--- src/rdc_pkg.sv ---
// Shared types, constants and helpers for the radix digit converter.
package rdc_pkg;

   // Sizing
   localparam int VALUE_BITS  = 31;
   localparam int DIGIT_DEPTH = 32;
   localparam int RADIX_BITS  = 5;
   localparam int DIGIT_BITS  = 4;
   localparam int CHAR_BITS   = 7;

   // Long division works on this many dividend bits per cycle
   localparam int BITS_PER_STEP = 8;
   localparam int DIV_STEPS     = (VALUE_BITS + BITS_PER_STEP - 1) / BITS_PER_STEP;
   localparam int DIV_WIDTH     = DIV_STEPS * BITS_PER_STEP;
   localparam int STEP_W        = (DIV_STEPS > 1) ? $clog2(DIV_STEPS) : 1;

   // Digit stack addressing
   localparam int ADDR_W = $clog2(DIGIT_DEPTH);
   localparam int CNT_W  = $clog2(DIGIT_DEPTH + 1);

   // Radix limits and character mapping
   localparam logic [RADIX_BITS-1:0] RADIX_MIN     = RADIX_BITS'(2);
   localparam logic [RADIX_BITS-1:0] RADIX_MAX     = RADIX_BITS'(16);
   localparam logic [DIGIT_BITS-1:0] DECIMAL_LIMIT = DIGIT_BITS'(10);
   localparam logic [CHAR_BITS-1:0]  CHAR_ZERO     = CHAR_BITS'(48);
   localparam logic [CHAR_BITS-1:0]  CHAR_A        = CHAR_BITS'(65);

   // Input word
   typedef struct packed {
      logic [VALUE_BITS-1:0] value;
      logic [RADIX_BITS-1:0] radix;
   } req_word_type;

   // Result word
   typedef struct packed {
      logic [DIGIT_BITS-1:0] digit_value;
      logic [CHAR_BITS-1:0]  digit_char;
      logic                  last_digit;
      logic                  bad_radix;
   } rsp_word_type;

   // Controller states
   typedef enum logic [2:0] {
      ST_IDLE,
      ST_DIV,
      ST_PUSH,
      ST_READ,
      ST_EMIT
   } state_type;

   // Controller to datapath
   typedef struct packed {
      logic load;
      logic div_step;
      logic push;
      logic pop;
      logic emit;
      logic emit_bad;
   } cmd_type;

   // Datapath to controller
   typedef struct packed {
      logic req_bad;
      logic div_done;
      logic quot_zero;
      logic last_slot;
      logic stack_empty;
   } status_type;

   // ASCII code of a digit: '0'-'9', then 'A'-'F'
   function automatic logic [CHAR_BITS-1:0] char_of(input logic [DIGIT_BITS-1:0] d);
      logic [CHAR_BITS-1:0] ch;
      if (d < DECIMAL_LIMIT) begin
         ch = CHAR_ZERO + CHAR_BITS'(d);
      end else begin
         ch = CHAR_A + CHAR_BITS'(d - DECIMAL_LIMIT);
      end
      return ch;
   endfunction

endpackage

--- src/rdc_ram.sv ---
// Generic single-port-write, single-port-read RAM with registered read.
module rdc_ram #(
   parameter int WIDTH = 4,
   parameter int DEPTH = 32
) (
   input  logic                     clock,
   input  logic                     wr_en,
   input  logic [$clog2(DEPTH)-1:0] wr_addr,
   input  logic [WIDTH-1:0]         wr_data,
   input  logic                     rd_en,
   input  logic [$clog2(DEPTH)-1:0] rd_addr,
   output logic [WIDTH-1:0]         rd_data
);

   logic [WIDTH-1:0] mem_ff [DEPTH];
   logic [WIDTH-1:0] rd_data_ff;

   // Write port
   always_ff @(posedge clock) begin
      if (wr_en) begin
         mem_ff[wr_addr] <= wr_data;
      end
   end

   // Registered read port
   always_ff @(posedge clock) begin
      if (rd_en) begin
         rd_data_ff <= mem_ff[rd_addr];
      end
   end

   assign rd_data = rd_data_ff;

endmodule

--- src/rdc_ctrl.sv ---
// Controller state machine for the radix digit converter.
module rdc_ctrl (
   input  logic                  clock,
   input  logic                  reset,
   input  logic                  start,
   input  rdc_pkg::status_type   status,
   output rdc_pkg::cmd_type      cmd,
   output logic                  busy
);

   rdc_pkg::state_type state_ff;
   rdc_pkg::state_type state_in;

   // State register
   always_ff @(posedge clock) begin
      if (reset) begin
         state_ff <= rdc_pkg::ST_IDLE;
      end else begin
         state_ff <= state_in;
      end
   end

   // Next state
   always_comb begin
      state_in = state_ff;
      case (state_ff)
         rdc_pkg::ST_IDLE: begin
            if (start && !status.req_bad) begin
               state_in = rdc_pkg::ST_DIV;
            end
         end
         rdc_pkg::ST_DIV: begin
            if (status.div_done) begin
               state_in = rdc_pkg::ST_PUSH;
            end
         end
         rdc_pkg::ST_PUSH: begin
            // stop dividing once the quotient is gone or the stack fills
            if (status.quot_zero || status.last_slot) begin
               state_in = rdc_pkg::ST_READ;
            end else begin
               state_in = rdc_pkg::ST_DIV;
            end
         end
         rdc_pkg::ST_READ: begin
            state_in = rdc_pkg::ST_EMIT;
         end
         rdc_pkg::ST_EMIT: begin
            if (status.stack_empty) begin
               state_in = rdc_pkg::ST_IDLE;
            end else begin
               state_in = rdc_pkg::ST_READ;
            end
         end
         default: begin
            state_in = rdc_pkg::ST_IDLE;
         end
      endcase
   end

   // Commands
   always_comb begin
      cmd = '0;
      case (state_ff)
         rdc_pkg::ST_IDLE: begin
            cmd.load     = start;
            cmd.emit_bad = start && status.req_bad;
         end
         rdc_pkg::ST_DIV: begin
            cmd.div_step = 1'b1;
         end
         rdc_pkg::ST_PUSH: begin
            cmd.push = 1'b1;
         end
         rdc_pkg::ST_READ: begin
            cmd.pop = 1'b1;
         end
         rdc_pkg::ST_EMIT: begin
            cmd.emit = 1'b1;
         end
         default: begin
            cmd = '0;
         end
      endcase
   end

   assign busy = (state_ff != rdc_pkg::ST_IDLE);

endmodule

--- src/rdc_datapath.sv ---
// Datapath: radix divider, digit stack and result register.
module rdc_datapath (
   input  logic                  clock,
   input  logic                  reset,
   input  rdc_pkg::req_word_type req_word,
   input  rdc_pkg::cmd_type      cmd,
   output rdc_pkg::status_type   status,
   output logic                  rsp_strobe,
   output rdc_pkg::rsp_word_type rsp_word
);

   logic [rdc_pkg::DIV_WIDTH-1:0]  quot_ff, quot_in;
   logic [rdc_pkg::DIGIT_BITS-1:0] rem_ff, rem_in;
   logic [rdc_pkg::RADIX_BITS-1:0] radix_ff;
   logic [rdc_pkg::STEP_W-1:0]     step_ff;
   logic [rdc_pkg::CNT_W-1:0]      count_ff;
   logic [rdc_pkg::CNT_W-1:0]      count_dec;
   logic [rdc_pkg::DIGIT_BITS-1:0] stack_rd_data;
   logic                           rsp_strobe_ff;
   rdc_pkg::rsp_word_type          rsp_word_ff;
   rdc_pkg::rsp_word_type          rsp_word_in;

   // Radix check on the incoming word
   assign status.req_bad = !(req_word.radix inside {[rdc_pkg::RADIX_MIN:rdc_pkg::RADIX_MAX]});

   // Restoring long division, BITS_PER_STEP quotient bits per cycle
   always_comb begin
      logic [rdc_pkg::DIV_WIDTH-1:0]  q;
      logic [rdc_pkg::DIGIT_BITS-1:0] r;
      logic [rdc_pkg::RADIX_BITS-1:0] t;
      q = quot_ff;
      r = rem_ff;
      for (int i = 0; i < rdc_pkg::BITS_PER_STEP; i++) begin
         t = {r, q[rdc_pkg::DIV_WIDTH-1]};
         q = {q[rdc_pkg::DIV_WIDTH-2:0], 1'b0};
         if (t >= radix_ff) begin
            t    = t - radix_ff;
            q[0] = 1'b1;
         end
         r = t[rdc_pkg::DIGIT_BITS-1:0];
      end
      quot_in = q;
      rem_in  = r;
   end

   // Division registers
   always_ff @(posedge clock) begin
      if (cmd.load) begin
         quot_ff  <= rdc_pkg::DIV_WIDTH'(req_word.value);
         radix_ff <= req_word.radix;
         rem_ff   <= '0;
      end else if (cmd.div_step) begin
         quot_ff <= quot_in;
         rem_ff  <= rem_in;
      end else if (cmd.push) begin
         rem_ff <= '0;
      end
   end

   // Division step counter
   always_ff @(posedge clock) begin
      if (reset || cmd.load || cmd.push) begin
         step_ff <= '0;
      end else if (cmd.div_step) begin
         step_ff <= step_ff + rdc_pkg::STEP_W'(1);
      end
   end

   // Stack fill count
   assign count_dec = count_ff - rdc_pkg::CNT_W'(1);

   always_ff @(posedge clock) begin
      if (reset || cmd.load) begin
         count_ff <= '0;
      end else if (cmd.push) begin
         count_ff <= count_ff + rdc_pkg::CNT_W'(1);
      end else if (cmd.pop) begin
         count_ff <= count_dec;
      end
   end

   assign status.div_done    = (step_ff == rdc_pkg::STEP_W'(rdc_pkg::DIV_STEPS - 1));
   assign status.quot_zero   = (quot_ff == '0);
   assign status.last_slot   = (count_ff == rdc_pkg::CNT_W'(rdc_pkg::DIGIT_DEPTH - 1));
   assign status.stack_empty = (count_ff == '0);

   // Digit stack
   rdc_ram #(
      .WIDTH (rdc_pkg::DIGIT_BITS),
      .DEPTH (rdc_pkg::DIGIT_DEPTH)
   ) u_stack (
      .clock   (clock),
      .wr_en   (cmd.push),
      .wr_addr (count_ff[rdc_pkg::ADDR_W-1:0]),
      .wr_data (rem_ff),
      .rd_en   (cmd.pop),
      .rd_addr (count_dec[rdc_pkg::ADDR_W-1:0]),
      .rd_data (stack_rd_data)
   );

   // Result word
   always_comb begin
      if (cmd.emit_bad) begin
         rsp_word_in.digit_value = '0;
         rsp_word_in.digit_char  = '0;
         rsp_word_in.last_digit  = 1'b1;
         rsp_word_in.bad_radix   = 1'b1;
      end else begin
         rsp_word_in.digit_value = stack_rd_data;
         rsp_word_in.digit_char  = rdc_pkg::char_of(stack_rd_data);
         rsp_word_in.last_digit  = status.stack_empty;
         rsp_word_in.bad_radix   = 1'b0;
      end
   end

   always_ff @(posedge clock) begin
      if (reset) begin
         rsp_strobe_ff <= 1'b0;
      end else begin
         rsp_strobe_ff <= cmd.emit || cmd.emit_bad;
      end
   end

   always_ff @(posedge clock) begin
      if (cmd.emit || cmd.emit_bad) begin
         rsp_word_ff <= rsp_word_in;
      end
   end

   assign rsp_strobe = rsp_strobe_ff;
   assign rsp_word   = rsp_word_ff;

endmodule

--- src/radix_digit_converter_unit.sv ---
// Radix digit converter: a value goes in, its digits come out most significant first.
// A word is taken when start is high and busy is low. Each digit appears on rsp_word for
// exactly one cycle with rsp_strobe high; the receiver must take it then, as the block does
// not wait. For a radix from 2 to 16 the divider produces each digit by four 8-bit
// long-division steps (at 31-bit values) plus the stack push, and each digit is then read
// back from the stack by a read state and an emit state, so busy stays high for the whole
// conversion (up to 31 binary digits). A zero value yields the single digit '0'. A radix
// outside 2..16 gives one result with bad_radix set, the cycle after the word is taken,
// and busy never rises.
module radix_digit_converter_unit (
   input  logic                  clock,
   input  logic                  reset,
   input  logic                  start,
   output logic                  busy,
   input  rdc_pkg::req_word_type req_word,
   output logic                  rsp_strobe,
   output rdc_pkg::rsp_word_type rsp_word
);

   rdc_pkg::cmd_type    cmd;
   rdc_pkg::status_type status;

   // Sequencer
   rdc_ctrl u_ctrl (
      .clock  (clock),
      .reset  (reset),
      .start  (start),
      .status (status),
      .cmd    (cmd),
      .busy   (busy)
   );

   // Divider, stack and result register
   rdc_datapath u_datapath (
      .clock      (clock),
      .reset      (reset),
      .req_word   (req_word),
      .cmd        (cmd),
      .status     (status),
      .rsp_strobe (rsp_strobe),
      .rsp_word   (rsp_word)
   );

endmodule

--- config.mk ---
export PLATFORM = sky130hd
export DESIGN_NAME = radix_digit_converter_unit
export DESIGN_NICKNAME = d
export VERILOG_FILES = /design/src/rdc_pkg.sv /design/src/rdc_ram.sv /design/src/rdc_ctrl.sv /design/src/rdc_datapath.sv /design/src/radix_digit_converter_unit.sv
export SDC_FILE = /design/constraint.sdc
export NUM_CORES = 1
export LEC_CHECK = 0
export BUFFER_PORTS_ARGS = -buffer_cell sky130_fd_sc_hd__buf_2
export CAP_MARGIN = 5
export CORE_UTILIZATION = 45
export CTS_CLUSTER_DIAMETER = 60
export DETAILED_ROUTE_END_ITERATION = 7
export PLACE_DENSITY_LB_ADDON = 0.3
export SLEW_MARGIN = 20
export SYNTH_ARGS = -nofsm -noshare
export SYNTH_HDL_FRONTEND = slang
export SYNTH_SLANG_ARGS = --single-unit
--- constraint.sdc ---
create_clock -name clock -period 27.5 [get_ports clock]
set_input_delay 2.75 -clock clock [delete_from_list [all_inputs] [get_ports clock]]
set_output_delay 2.75 -clock clock [all_outputs]
set_load 0.02 [all_outputs]
==> flow_summary.toml <==
[sta]
holdWs_ns = 0.527
rsz0062_at_grt = "no"
slew_headroom_pct = 42.6
slew_viol_final = 0
worstMarginPinSlew_ns = 0.861
skew_ns = 0.0153
fin_crit_sh_pct = 44.0
hold_violations = 0
period_needed_ns = 12.09
fmax_mhz = 82.7
tns_ns = 0
finalSetupViolCount = 0

[route]
wl_met1_um = 9220
drc = 0
wl_per_cell_um = 18.1
antenna_left = 0
drt_iter0_markers = 386
wl_met2_um = 10100
highest_layer = "met4"
via_per_inst = 5.48
wirelength_um = 20300
dr_wl_met3_um = 681
dr.pass1.iters = 5
vias = 6154

[place]
routabilityCongestion = 0.810
hpwlAfterDp_um = 14200
postPlaceCellArea_sq_um = 10600
port_buffers = 53

[floorplanning]
die-area_sq_um = 22900
die_h_um = 151
floorplan.initialDensity_pct = 45.9
io_pins = 54
core.rowCount = 54
die_w_um = 151
core_area_sq_um = 21800

[yosys]
synth_edf_count = 181
synth_cells = 777
postSynth.asyncResetShare_pct = 0
avgSynthCellArea_sq_um = 12.9
ys_ff_latch = 198
ys_seq_area_share_pct = 57.6
netlist_area_sq_um = 10000
syn_nets = 873
ys_types = 62
ys.warnings.count = 0
synth_ff_type = "edfxtp_1"

[worst_setup_path]
criticalPathCategory = "reg2reg"
end_kind = "flop"
max_stage_delay_ns = 0.71
required_ns = 27.87
worstPathArrival_ns = 12.46
worst-path-max-fanout = 10
slowest_stage = "edfxtp_1"
startpoint_type = "flop"

[clock_tree]
cts_sinks = 198
clockBufferDepth = 2
ctsHoldBuffers = 0
ctsRootBufferMaster = "clkbuf_16"
clkLatencyLatePin_ns = 0.44
cts_resized = 0
cts_tree = "done"
cts_setup_buffers = 0
path_clk_slew_ns = 0.08
h-tree-depth = 4
cts_buffers = 17

[finish]
design_area_sq_um = 11100
syn_to_final_growth_pct = 11.0
drive_above_1_share_pct = 18.1
final_util_pct = 51.0
layout_commonest_cell = "edfxtp_1"
nets = 926
insertedDiodeCount = 0
most-common-layout-cells = "edfxtp_1 (181), nand2_1 (122), nor2_1 (81)"

[grt]
grt_pass1_wl_um = 32800
overflow = 0
track_usage_pct = 19.4
antenna_found_initial = 0
grt_pass1_vias = 6121
grt_max_degree = 42

[min_path]
hold_path.class = "reg2reg"

[status]
status = "completed"

[run]
drv_cap = 0
stage by stage:
stage	setup WS [ns]	instances
after floorplan	17.20	777
after CTS	15.39	1123
after global placement	15.81	1091
final	15.41	1123
after detailed placement	15.42	1091
after global routing	14.31	1123
critical path, delay by kind of cell (launching register included):
family	cells	cell delay, ns
compound gates	27	5.93
fa+ha+maj	8	2.34
buf+inv	4	0.58
flops	1	0.71
mux	5	2.01
simple gates	4	0.44
cells in the mapped netlist, drive strengths merged, types with 11 or more instances:
master	instances	share of area, %
o21ai	21	1.2
nor2	81	3.0
clkbuf	16	0.60
xnor2	18	1.7
mux4	40	9.0
ha	49	6.1
a21o	15	1.1
nand2	122	4.6
edfxtp	181	54
inv	40	1.5
a21oi	40	2.0
xor2	11	0.96
dfxtp	17	3.4
cell type report:
type                    count  area [sq um]
well taps                 280           350
fillers                  1877         10700
clock inverters            11           104
repair buffers             59           310
clock buffers              21           460
inverters                  40           150
flip-flops and latches    198          5780
multi-input cells         514          3970
registers in the layout, summed over array words and instances (netlist names):
register,count
u_datapath.step_ff,2
u_datapath.count_ff,6
u_datapath.radix_ff,5
u_datapath.u_stack.rd_data,4
u_datapath.rem_ff,4
u_datapath.rsp_word,13
u_datapath.quot_ff,32
u_datapath.u_stack.mem_ff,128
u_datapath.rsp_strobe,1
u_ctrl.state_ff,3
per-layer routing:
metal / track usage (%) / vias to the layer above
met4: 5.90 / 0
li1: - / 2980
met3: 3.46 / 22
met1: 25.7 / 3022
met5: 0 / -
met2: 32.4 / 130
final timing paths:
check	startpoint	endpoint	slack (ns)	cells past startpoint
setup / recovery	u_datapath.radix_ff[1]	u_datapath.rem_ff[0]	15.41	48
hold / removal	u_datapath.step_ff[1]	u_datapath.step_ff[1]	0.53	2
setup reg to reg	u_datapath.radix_ff[1]	u_datapath.rem_ff[0]	15.41	48
hold reg to reg	u_datapath.step_ff[1]	u_datapath.step_ff[1]	0.53	2
cells by family (layout without fill, tap and decap cells):
logic type | after synthesis | in the layout | synth area share (%)
flops | 198 | 198 | 57.6
simple gates | 263 | 263 | 11.6
compound gates | 108 | 108 | 6.88
xor+xnor | 29 | 29 | 2.68
fa+ha+maj | 57 | 57 | 7.72
mux | 57 | 57 | 10.8
buf+inv | 65 | 131 | 2.73
Power is not shown: default switching activity piles up to over one toggle a cycle in this logic, so the estimate is an artifact.
